`config.mk`:
```
export PLATFORM = sky130hd
export DESIGN_NAME = tssm_ctrl
export DESIGN_NICKNAME = d
export VERILOG_FILES = /design/src/hdl/two_stacks_shared_memory_assert.svh /design/src/hdl/tssm_pkg.sv /design/src/hdl/tssm_ctrl.sv
export SDC_FILE = /design/constraint.sdc
export NUM_CORES = 1
export LEC_CHECK = 0
export BUFFER_PORTS_ARGS = -buffer_cell sky130_fd_sc_hd__buf_2
export CORE_AREA = 2 2 39 41
export DETAILED_ROUTE_END_ITERATION = 10
export DIE_AREA = 0 0 41 43
export GPL_TIMING_DRIVEN = 0
export HOLD_SLACK_MARGIN = 0.15
export PLACE_DENSITY = 0.32
export SLEW_MARGIN = 20
export SYNTH_ARGS = -nofsm -noshare
export SYNTH_HDL_FRONTEND = slang
export SYNTH_SLANG_ARGS = --single-unit
```
`constraint.sdc`:
```
create_clock -name clock -period 1.8 [get_ports clock]
set_input_delay 0.27 -clock clock [delete_from_list [all_inputs] [get_ports clock]]
set_output_delay 0.27 -clock clock [all_outputs]
set_load 0.02 [all_outputs]
```
`src/hdl/two_stacks_shared_memory_assert.svh`:
```
// Assertion macros for the two-stack block.
`ifndef TWO_STACKS_SHARED_MEMORY_ASSERT_SVH
`define TWO_STACKS_SHARED_MEMORY_ASSERT_SVH

`ifndef NO_ASSERTIONS
`define TSSM_ASSERT_IMPLY(label, clk, rst, ante, cons) \
   label: assert property (@(posedge clk) disable iff (rst) (ante) |-> (cons)) \
      else $error("assertion failed: same-cycle implication");
`define TSSM_ASSERT_NEXT(label, clk, rst, ante, cons) \
   label: assert property (@(posedge clk) disable iff (rst) (ante) |=> (cons)) \
      else $error("assertion failed: next-cycle implication");
`else
`define TSSM_ASSERT_IMPLY(label, clk, rst, ante, cons)
`define TSSM_ASSERT_NEXT(label, clk, rst, ante, cons)
`endif

`endif

```
`src/hdl/tssm_pkg.sv`:
```
package tssm_pkg;

   // DEPTH must be a power of two; upper stack addresses wrap modulo DEPTH.
   localparam int DEPTH   = 256;
   localparam int ADDR_W  = $clog2(DEPTH);
   localparam int COUNT_W = ADDR_W + 1;
   localparam int SUM_W   = COUNT_W + 1;
   localparam int CAP_W   = 9;
   localparam int WORD_W  = 32;

   localparam logic [CAP_W-1:0] CAP_RESET = CAP_W'(256);

   typedef enum logic [0:0] {
      OP_PUSH = 1'b0,
      OP_POP  = 1'b1
   } opcode_type;

   typedef enum logic [0:0] {
      STACK_LOWER = 1'b0,
      STACK_UPPER = 1'b1
   } stack_type;

   typedef struct packed {
      logic               opcode;
      logic               stack_select;
      logic signed [31:0] push_value;
   } req_type;

   typedef struct packed {
      logic signed [31:0] pop_value;
      logic               underflow;
      logic               push_dropped;
   } rsp_type;

   typedef enum logic [1:0] {
      ST_IDLE = 2'd0,
      ST_EXEC = 2'd1,
      ST_RESP = 2'd2
   } state_type;

   typedef struct packed {
      logic capture;
      logic execute;
   } cmd_type;

endpackage

```
`src/hdl/tssm_ctrl.sv`:
```
module tssm_ctrl (
   input  logic              clock,
   input  logic              reset,
   input  logic              req_valid,
   output logic              req_stall,
   output logic              rsp_valid,
   input  logic              rsp_stall,
   output tssm_pkg::cmd_type cmd
);

   tssm_pkg::state_type state_ff;
   tssm_pkg::state_type state_in;

   always_ff @(posedge clock) begin
      if (reset) begin
         state_ff <= tssm_pkg::ST_IDLE;
      end else begin
         state_ff <= state_in;
      end
   end

   always_comb begin
      state_in = state_ff;
      case (state_ff)
         tssm_pkg::ST_IDLE: begin
            if (req_valid) state_in = tssm_pkg::ST_EXEC;
         end
         tssm_pkg::ST_EXEC: begin
            state_in = tssm_pkg::ST_RESP;
         end
         tssm_pkg::ST_RESP: begin
            if (!rsp_stall) state_in = tssm_pkg::ST_IDLE;
         end
         default: begin
            state_in = tssm_pkg::ST_IDLE;
         end
      endcase
   end

   always_comb begin
      req_stall   = 1'b1;
      rsp_valid   = 1'b0;
      cmd.capture = 1'b0;
      cmd.execute = 1'b0;
      case (state_ff)
         tssm_pkg::ST_IDLE: begin
            req_stall   = 1'b0;
            cmd.capture = req_valid;
         end
         tssm_pkg::ST_EXEC: begin
            cmd.execute = 1'b1;
         end
         tssm_pkg::ST_RESP: begin
            rsp_valid = 1'b1;
         end
         default: begin
            req_stall = 1'b1;
         end
      endcase
   end

endmodule

```
==> results.md, run 1 <==
- Number of synthesized flops with an enable pin: 0
- Multiplexer share of the synthesized area: 0%
- Number of warning messages in the yosys log: 0
- Crit path arrival time: 1.03 ns
- Relative area change from synthesis to final layout: 75.6%
- Clock slew seen by the registers of the worst setup and hold paths: roughly 0.030 ns
- Post-synthesis share of cell area spent on and, or, nand and nor gates: between 40% and 50%
- Antenna violations before repair: 0
- Clock Root Buffer: clkbuf_4
- Critical path buffer and inverter count: 3
- Dominant combinational cell family by area after synthesis: simple AND/OR/NAND/NOR gates
- Critical path endpoint category: output pin
- GRT met3 Usage: 7.85%
- Synth top area cells: dfxtp_1 (39%), nor3b_2 (12%), and2b_1 (7.3%), buf_4 (7.3%), nand3b_1 (7.3%)
- Aggregate negative setup slack: 0 ns
- Post-DR vias/cell: around 2.8
- Count of endpoints failing setup in the final report: 0
- Final-report hold violation count: 0
- Reg-to-reg setup timing slack: approximately 1.1 ns
- Most frequently used cell type in the post-synthesis netlist: dfxtp_1
- Number of buffers inserted during clock tree synthesis: 3
- # diodes: 0
- Number of DRC violations after detailed routing: 0
- Global Route met1 Usage: under 10%
- Largest Register: state_ff
- DR pass1 iterations: 1
- Final count of pins violating max slew: 0
- Cells resized by post-CTS repair: 0
- Max-cap violations: 0
- Post-CTS Repair Setup Buffers: 0
- Layout cell share with drive strength beyond 1: between 60% and 70%
- Yosys reg bits: 2
- Worst hold slack after final layout: about 0.22 ns
- Hold Path Origin: reset
- Cell type group with the largest total delay on the critical path: flip-flops
- Global Route met2 Usage: 2.50%
- RSZ-0062 raised after global routing: false
- Complex-gate fraction of the synthesized area: 4.88%
- Internal power: between 100 and 150 uW
- Number of ports placed on the die boundary: 8
- Instance count of the mapped netlist: 11
- Cell Pwr Density: ~990 mW/mm^2
- Pin count of the biggest net entering global routing: 6
- Power, Total: roughly 180 uW
- Vert. Die Dim: 43 um
- Core Region: 0.00138 sq mm
- Filler cell count: approximately 160
- Critical path peak fanout: 5
- Worst-case vdd ir drop: ~0.13 mV
- Flip-flop count of the largest register after layout: 2
- Least-Margin Pin Slew: 0.159 ns
- Sequential-to-total area share from yosys stat: around 39%
- Hold buffer count at cts: 0
- Stage delay of the slowest cell on the critical path: between 0.3 and 0.4 ns
- Iteration-0 DRC Markers: 0
- Detailed-route wire length per cell: just under 7 um
- Number of cells traversed by the worst register-to-register path: 2
- Most common flop cell mapped by yosys: dfxtp_1
- Adder and majority gate portion of the synthesized area: 0%
- Regs by FF count: state_ff x2
- Cell taking the most area after synthesis: dfxtp_1
- Utilization of the core after routing: approximately an eighth
- Number of placement rows: 14
- Post-synthesis net count: 15
- Routed wire length: around 260 um
- Global-route total usage across every layer: under 10%
- Gr ovfl total: 0
- Ys async rst share: 0%
- Area fraction of the dominant cell type after synthesis: between 30% and 40%
- Die Area: around 0.0018 sq mm
- Comb pwr share: roughly 17%
- Deepest clock path buffer count: 2
- Global placer's final weighted congestion: approximately 0.49
- Switching fraction of total power: between 20% and 30%
- Total number of vias: roughly 110
- Count of H-tree levels built during CTS: 1
- Period minus WS final: about 1.3 ns
- Proportion of power drawn by flip-flops and latches: between 20% and 30%
- Kind of critical path: flip-flop to output pin
- Headroom to the max-slew limit: between 80 and 90%
- Vias in the first global route: approximately 100
- Number of buffer cells added on primary ports: 7
- Starting utilization of the core area: between 7 and 8%
- Synth Area in XOR/XNOR: 0%
- Result of the run: complete, no violations
- Hold Path Cell Cnt: 2
- Fin crit share: 72.5%
- Nets: 27
- Clock tree from TritonCTS: built
- Endpoint of the worst-slack reg-to-reg timing path: state_ff[0]$_SDFFE_PP0P_
- Reg2Reg Launch Point: state_ff[1]$_SDFFE_PP0P_
- ANT nets after route: 0
- Worst Hold Endpoint: state_ff[1]$_SDFFE_PP0P_
- Leakage power: approximately 0.098 nW
- Fmax achieved: 766 MHz
- Data required time at the worst endpoint: 1.53 ns
- CP cell instances: nand2b_1, inv_1, buf_4, buf_2
- Launching element type of the critical path: flip-flop
- Die W: about 40 um
- Wire length of the first global-routing pass: between 400 and 500 um
- Worst Skew: 0.000350 ns
- CTS sink cnt: 2
- Most Crowded Layer GR: met4
- Hold/Removal Path Class: input port to flip-flop
- Synthesized cell area: between 100 and 150 sq um
- Psw: between 40 and 50 uW
- Synthesized area divided by synthesized cell count: about 9.3 sq um
- Clock Latency Late Sink: approximately 0.22 ns
- Relative contribution of the clock network to total power: ~55%
- Master of the slowest instance on the critical path: dfxtp_1
- Number of unique standard cell types used by synthesis: 10
-- cells by family after synthesis --
logic type             Yosys count
DFF                              2
buffers and inverters            2
and+or+nand+nor                  6
AOI/OAI and AO/OA                1
-- worst max-delay path by stage --
| stage | start | endpoint | slack, ns | depth (start not counted) |
|---|---|---|---|---|
| final | state_ff[1]$_SDFFE_PP0P_ | cmd[0] | 0.50 | 4 |
| after CTS | state_ff[1]$_SDFFE_PP0P_ | cmd[0] | 0.48 | 4 |
| after floorplan | state_ff[1]$_SDFFE_PP0P_ | rsp_valid | 0.82 | 1 |
| after global placement | state_ff[1]$_SDFFE_PP0P_ | cmd[0] | 0.74 | 4 |
| after global routing | state_ff[1]$_SDFFE_PP0P_ | cmd[0] | 0.41 | 4 |
| after detailed placement | state_ff[1]$_SDFFE_PP0P_ | cmd[0] | 0.73 | 4 |
-- per-stage QoR --
step / area [sq um] / setup WS [ns] / std cells
after global placement: 158 / 0.740 / 34
final: 180 / 0.495 / 37
after floorplan: 103 / 0.823 / 11
after CTS: 180 / 0.477 / 37
after detailed placement: 158 / 0.726 / 34
after global routing: 180 / 0.414 / 37
-- placed cells by master, fill, tap and decap left out --
cell and n:
buf_2 7, clkbuf_4 3, dfxtp_1 2, nand2b_1 1, inv_1 1, or2_2 1
nor3b_2 1, nor2b_1 1, and2b_1 1, nand3b_1 1, a21oi_1 1, buf_4 1
-- power groups by stage --
stage	clock network (mW)	registers (mW)	logic [mW]
finish	0.0979	0.0506	0.0305
CTS	0.105	0.0506	0.0309
detailed placement	0	0.0511	0.0308
global route	0.119	0.0512	0.0327
global placement	0	0.0507	0.0306
floorplan	0	0.0505	0.0204
-- worst register-to-register path: stages, from the launching register on --
cell and delay (ns):
dfxtp_1 0.33, nor3b_2 0.20, and2b_1 0.14
-- final cells by class --
type	count	area, sq um	area share [%]
inverter	1	3.75	2.08
buffer	1	7.51	4.17
clock buffer	3	22.5	12.5
multi-input combinational	7	51.3	28.5
sequential	2	40.0	22.2
timing repair buffer	7	35.0	19.4
tap	16	20.0	11.1
-- layer usage --
layer  wire (um)  up-vias
li1            -       54
met1         115       41
met2          78        8
met3          58        2
met4           4        0
met5           0        -
Power figures use the tool's default switching activity.
==> run 2, diff against run 1 <==
- PLACE_DENSITY: 0.32 -> 0.33
- clock period: 1.8 -> 1.06 ns (I/O delays scaled with it)
==> results.md, run 2 (synthesis gave the netlist of run 1 again) <==
- Clock Latency Late Sink: 0.22 ns (about the same)
- Pin count of the biggest net entering global routing: 6 (unchanged)
- Routed wire length: 285 um (was 256 um)
- Headroom to the max-slew limit: 87.8% (was 89.4%)
- Global placer's final weighted congestion: 0.488 (was 0.489)
- Post-DR vias/cell: 3.05 (was 2.84)
- Worst-case vdd ir drop: 0.375 mV (was 0.130 mV)
- CTS sink cnt: 2 (unchanged)
- Clock tree from TritonCTS: built (unchanged)
- Total number of vias: 116 (was 105)
- Vert. Die Dim: 43 um (unchanged)
- Starting utilization of the core area: 7.41% (unchanged)
- # diodes: 0 (unchanged)
- Fmax achieved: between 900 and 1000 MHz
- Core Region: 0.00138 sq mm (unchanged)
- Area after DPL: 158 sq um (unchanged)
- Failing checks: negative setup slack
- RSZ-0062 raised after global routing: true (was false)
- Nets: 28 (was 27)
- Critical path peak fanout: 5 (unchanged)
- Gr ovfl total: 0 (unchanged)
- Largest Register: state_ff (unchanged)
- Period minus WS final: 1.11 ns
- Final standard cell area without fillers: 235 sq um (was 180 sq um)
- Crit path arrival time: 0.95 ns (was 1.03 ns)
- Layout cell share with drive strength beyond 1: 77.3% (was 61.9%)
- Relative area change from synthesis to final layout: 129% (was 75.6%)
- Deepest clock path buffer count: 2 (unchanged)
- Global-route total usage across every layer: 4.02% (was 5.01%)
- ANT nets after route: 0 (unchanged)
- Setup Slack @ Placement: 0.101 ns (was 0.726 ns)
- Cell type group with the largest total delay on the critical path: flip-flops (unchanged)
- Number of placement rows: 14 (unchanged)
- DR pass1 iterations: 1 (unchanged)
- Antenna violations before repair: 0 (unchanged)
- Number of buffer cells added on primary ports: 7 (unchanged)
- Regs by FF count: state_ff x2 (unchanged)
- Clock slew seen by the registers of the worst setup and hold paths: 0.03 ns (about the same)
- Vias in the first global route: 116 (was 98)
- Detailed-route wire length per cell: 7.50 um (was 6.92 um)
- Number of buffers inserted during clock tree synthesis: 3 (unchanged)
- Kind of critical path: flip-flop to output pin (unchanged)
- Final WS setup: -0.0469 ns (was 0.495 ns)
- Critical path buffer and inverter count: 1 (was 3)
- Area of combinational cells with multiple inputs: 67.6 sq um (was 51.3 sq um)
- Final count of pins violating max slew: 0 (unchanged)
- Stage delay of the slowest cell on the critical path: 0.36 ns (was 0.37 ns)
- CP cell instances: nor3b_4, buf_6 (was nand2b_1, inv_1, buf_4, buf_2)
- Master of the slowest instance on the critical path: dfxtp_4 (was dfxtp_1)
- Worst Skew: 0.00250 ns (was 0.000350 ns)
- Result of the run: finished, violations left (was complete, no violations)
- Iteration-0 DRC Markers: 0 (unchanged)
- Max-cap violations: 0 (unchanged)
- Final-report hold violation count: 0 (unchanged)
- Launching element type of the critical path: flip-flop (unchanged)
- Register Area: 47.5 sq um (was 40.0 sq um)
- Die Area: 0.00176 sq mm (unchanged)
- Die W: 41 um (unchanged)
- Filler cell count: 157 (was 162)
- Wire length of the first global-routing pass: 393 um (was 420 um)
- Least-Margin Pin Slew: 0.183 ns (was 0.159 ns)
- Clock Root Buffer: clkbuf_4 (unchanged)
- Fin crit share: 104%
- Count of H-tree levels built during CTS: 1 (unchanged)
- Number of DRC violations after detailed routing: 0 (unchanged)
- Utilization of the core after routing: 17.0% (was 13.0%)
- Reg-to-reg setup timing slack: 0.27 ns (was 1.08 ns)
- Critical path endpoint category: output pin (unchanged)
- Number of ports placed on the die boundary: 8 (unchanged)
- Hold/Removal Path Class: input port to flip-flop (unchanged)
- Data required time at the worst endpoint: 0.90 ns (was 1.53 ns)
- Most frequent cells in the layout: clkbuf_4 (3), buf_2 (3), buf_6 (3) (was buf_2 (7), clkbuf_4 (3), dfxtp_1 (2))
- Count of endpoints failing setup in the final report: 2 (was 0)
- Leakage power: 0.108 nW (was 0.0983 nW)
- Cell Pwr Density: 1400 mW/mm^2 (was 993 mW/mm^2)
- Flip-flop count of the largest register after layout: 2 (unchanged)
==> run 2: layer usage <==
metal	global-route usage (%)	share of wire, %	vias up	wire length (um)
met3	4.71	18	0	50
met5	0	0	-	0
met2	4.38	40	8	114
met4	4.00	0	0	0
met1	3.54	42	51	120
li1	-	-	57	-
==> run 2: repair_timing <==
| action | 4_1_cts | 5_1_grt |
|---|---|---|
| endpoints found under the hold margin | 1 | 0 |
| hold buffers | 1 | 0 |
| pin swaps | 0 | 1 |
| setup endpoints to repair | 4 | 3 |
| setup buffers | 1 | 0 |
| resized for setup | 10 | 5 |
==> run 2: where the power goes <==
part	total [mW]	switching (mW)	internal, mW
combinational	0.0789	0.0313	0.0475
sequential	0.0876	0.00856	0.0791
clock	0.163	0.0388	0.124
==> run 2: path summary, 6_finish.rpt <==
path              cells after the start                       end                      from
setup reg to reg                      3  state_ff[1]$_SDFFE_PP0P_  state_ff[1]$_SDFFE_PP0P_
hold / removal                        3  state_ff[1]$_SDFFE_PP0P_                 rsp_stall
hold reg to reg                       2  state_ff[1]$_SDFFE_PP0P_  state_ff[1]$_SDFFE_PP0P_
setup / recovery                      2                    cmd[1]  state_ff[0]$_SDFFE_PP0P_
==> run 2: worst min-delay path, stage by stage <==
cell and delay [ns]:
buf_2 0.10, nand3b_1 0.07, a21oi_1 0.06
==> run 2: layout make-up <==
class	count	share of cell area, %
repair buffers	9	31.4
multi-input cells	7	28.7
flip-flops and latches	2	20.2
clock buffers	3	9.57
well taps	16	8.51
inverters	1	1.60
==> run 2: metrics by stage <==
stage               setup TNS, ns  instances  hold WS [ns]  power, mW
floorplan                       0         11         0.228      0.120
global placement                0         34         0.334      0.138
detailed placement              0         34         0.335      0.139
CTS                       -0.0821         38         0.201      0.335
global route               -0.180         38         0.211      0.354
finish                    -0.0910         38         0.208      0.330
==> run 3, diff against run 2 <==
- CORE_AREA: 2 2 39 41 -> 4 4 41 43
- DIE_AREA: 0 0 41 43 -> 0 0 45 47
==> results.md, run 3 (synthesis gave the netlist of run 1 again) <==
- Data required time at the worst endpoint: 0.90 ns (about the same)
- Cell Pwr Density: 1390 mW/mm^2 (was 1400 mW/mm^2)
- Post-DR vias/cell: 3.00 (was 3.05)
- Max-cap violations: 0 (unchanged)
- CTS sink cnt: 2 (unchanged)
- Wire length of the first global-routing pass: 489 um (was 393 um)
- Clock tree from TritonCTS: built (unchanged)
- Fmax achieved: 908 MHz (was 903 MHz)
- Antenna violations before repair: 0 (unchanged)
- # diodes: 0 (unchanged)
- Core Region: 0.00130 sq mm (was 0.00138 sq mm)
- Launching element type of the critical path: flip-flop (unchanged)
- Pin count of the biggest net entering global routing: 6 (unchanged)
- Worst-case vdd ir drop: 0.288 mV (was 0.375 mV)
- Largest Register: state_ff (unchanged)
- Clock Latency Late Sink: 0.22 ns (about the same)
- Number of cells traversed by the worst register-to-register path: 4 (was 3)
- Reg2Reg Launch Point: state_ff[0]$_SDFFE_PP0P_ (was state_ff[1]$_SDFFE_PP0P_)
- Final WS setup: -0.0411 ns (was -0.0469 ns)
- Die W: 45 um (was 41 um)
- Flip-flop count of the largest register after layout: 2 (unchanged)
- Count of H-tree levels built during CTS: 1 (unchanged)
- DR pass1 iterations: 2 (was 1)
- Global-route total usage across every layer: 3.94% (was 4.02%)
- Number of ports placed on the die boundary: 8 (unchanged)
- Number of placed cells counting well taps: 33 (was 34)
- Count of endpoints failing setup in the final report: 3 (was 2)
- Routed wire length: 292 um (was 285 um)
- Utilization of the core after routing: 18.6% (was 17.0%)
- Regs by FF count: state_ff x2 (unchanged)
- Detailed-route wire length per cell: 7.68 um (was 7.50 um)
- Worst hold slack after final layout: 0.199 ns (was 0.208 ns)
- Final count of pins violating max slew: 0 (unchanged)
- Register Area: 47.5 sq um (unchanged)
- Failing checks: negative setup slack (unchanged)
- Die Area: 0.00212 sq mm (was 0.00176 sq mm)
- Starting utilization of the core area: 7.88% (was 7.41%)
- Clock Root Buffer: clkbuf_4 (unchanged)
- Hold/Removal Path Class: input port to flip-flop (unchanged)
- Area of combinational cells with multiple inputs: 67.6 sq um (unchanged)
- Number of buffers inserted during clock tree synthesis: 3 (unchanged)
- Leakage power: 0.113 nW (was 0.108 nW)
- Deepest clock path buffer count: 2 (unchanged)
- Power, Total: 336 uW (was 330 uW)
- Hold Path Origin: rsp_stall (unchanged)
- Kind of critical path: flip-flop to output pin (unchanged)
- Worst Skew: 0.00184 ns (was 0.00250 ns)
- RSZ-0062 raised after global routing: true (unchanged)
- Vias in the first global route: 134 (was 116)
- Number of buffer cells added on primary ports: 7 (unchanged)
- Headroom to the max-slew limit: 88.3% (was 87.8%)
- CP Launch Point: state_ff[0]$_SDFFE_PP0P_ (unchanged)
- Layout cell share with drive strength beyond 1: 78.3% (was 77.3%)
- Least-Margin Pin Slew: 0.176 ns (was 0.183 ns)
- Number of placement rows: 13 (was 14)
- Relative area change from synthesis to final layout: 135% (was 129%)
- Nets: 29 (was 28)
- Setup Slack @ Placement: 0.0859 ns (was 0.101 ns)
- Number of standard cells in the final layout excluding fillers: 38 (unchanged)
- Filler cell count: 157 (unchanged)
- Total number of vias: 114 (was 116)
- Critical path endpoint category: output pin (unchanged)
- Final-report hold violation count: 0 (unchanged)
- Vert. Die Dim: 47 um (was 43 um)
- Result of the run: finished, violations left (unchanged)
- Iteration-0 DRC Markers: 1 (was 0)
- Gr ovfl total: 0 (unchanged)
- Crit path arrival time: 0.94 ns (was 0.95 ns)
- Most frequent cells in the layout: clkbuf_4 (3), buf_2 (3), buf_6 (3), buf_4 (3), dfxtp_4 (2) (was clkbuf_4 (3), buf_2 (3), buf_6 (3))
- Critical path peak fanout: 5 (unchanged)
- Period minus WS final: 1.10 ns (was 1.11 ns)
- ANT nets after route: 0 (unchanged)
- Number of DRC violations after detailed routing: 0 (unchanged)
- Clock slew seen by the registers of the worst setup and hold paths: 0.03 ns (about the same)
- Fin crit share: 104% (about the same)
- Global placer's final weighted congestion: 0.604 (was 0.488)
- Hold Path Cell Cnt: 3 (unchanged)
[run 3: changes by cell type in the layout (fill, tap and decap cells not counted)]
cell / before / now
buf_4: 2 / 3
[run 3: final timing paths]
| kind | endpoint | slack [ns] |
|---|---|---|
| worst max register to register | state_ff[1]$_SDFFE_PP0P_ | 0.23 |
| worst min-delay path | state_ff[1]$_SDFFE_PP0P_ | 0.20 |
| worst max-delay path | req_stall | -0.04 |
| worst min register to register | state_ff[1]$_SDFFE_PP0P_ | 0.53 |
[run 3: through the flow]
step | area, sq um | setup TNS, ns
2_1_floorplan | 103 | 0
3_3_place_gp | 156 | 0
3_5_place_dp | 156 | 0
4_1_cts | 229 | -0.122
5_1_grt | 241 | -0.203
6_report | 241 | -0.0930
[run 3: cell type report]
type / count / area share [%]
clock buffer: 3 / 9.33
sequential: 2 / 19.7
multi-input combinational: 7 / 28.0
inverter: 1 / 1.55
timing repair buffer: 10 / 33.7
tap: 15 / 7.77
[run 3: routing by layer]
layer / track usage [%] / wire length (um)
met5: 0 / 0
met3: 3.45 / 48
met2: 3.95 / 117
met4: 7.02 / 0
met1: 3.39 / 126
[run 3: what timing repair did]
item                       CTS  global route
hold endpoints to repair     1             0
hold buffers                 1             0
resized for setup           12             3
pin swaps                    1             1
buffers inserted             2             0
setup endpoints to repair    4             4
[run 3: critical path, stage by stage (launching register included)]
cell	delay, ns
dfxtp_4	0.35
or2_4	0.24
buf_6	0.13
[run 3: report_power, final]
part           total (mW)  internal [mW]  switching [mW]
registers          0.0861         0.0790         0.00712
clock network       0.167          0.125          0.0424
logic              0.0829         0.0504          0.0325
total               0.336          0.254          0.0820
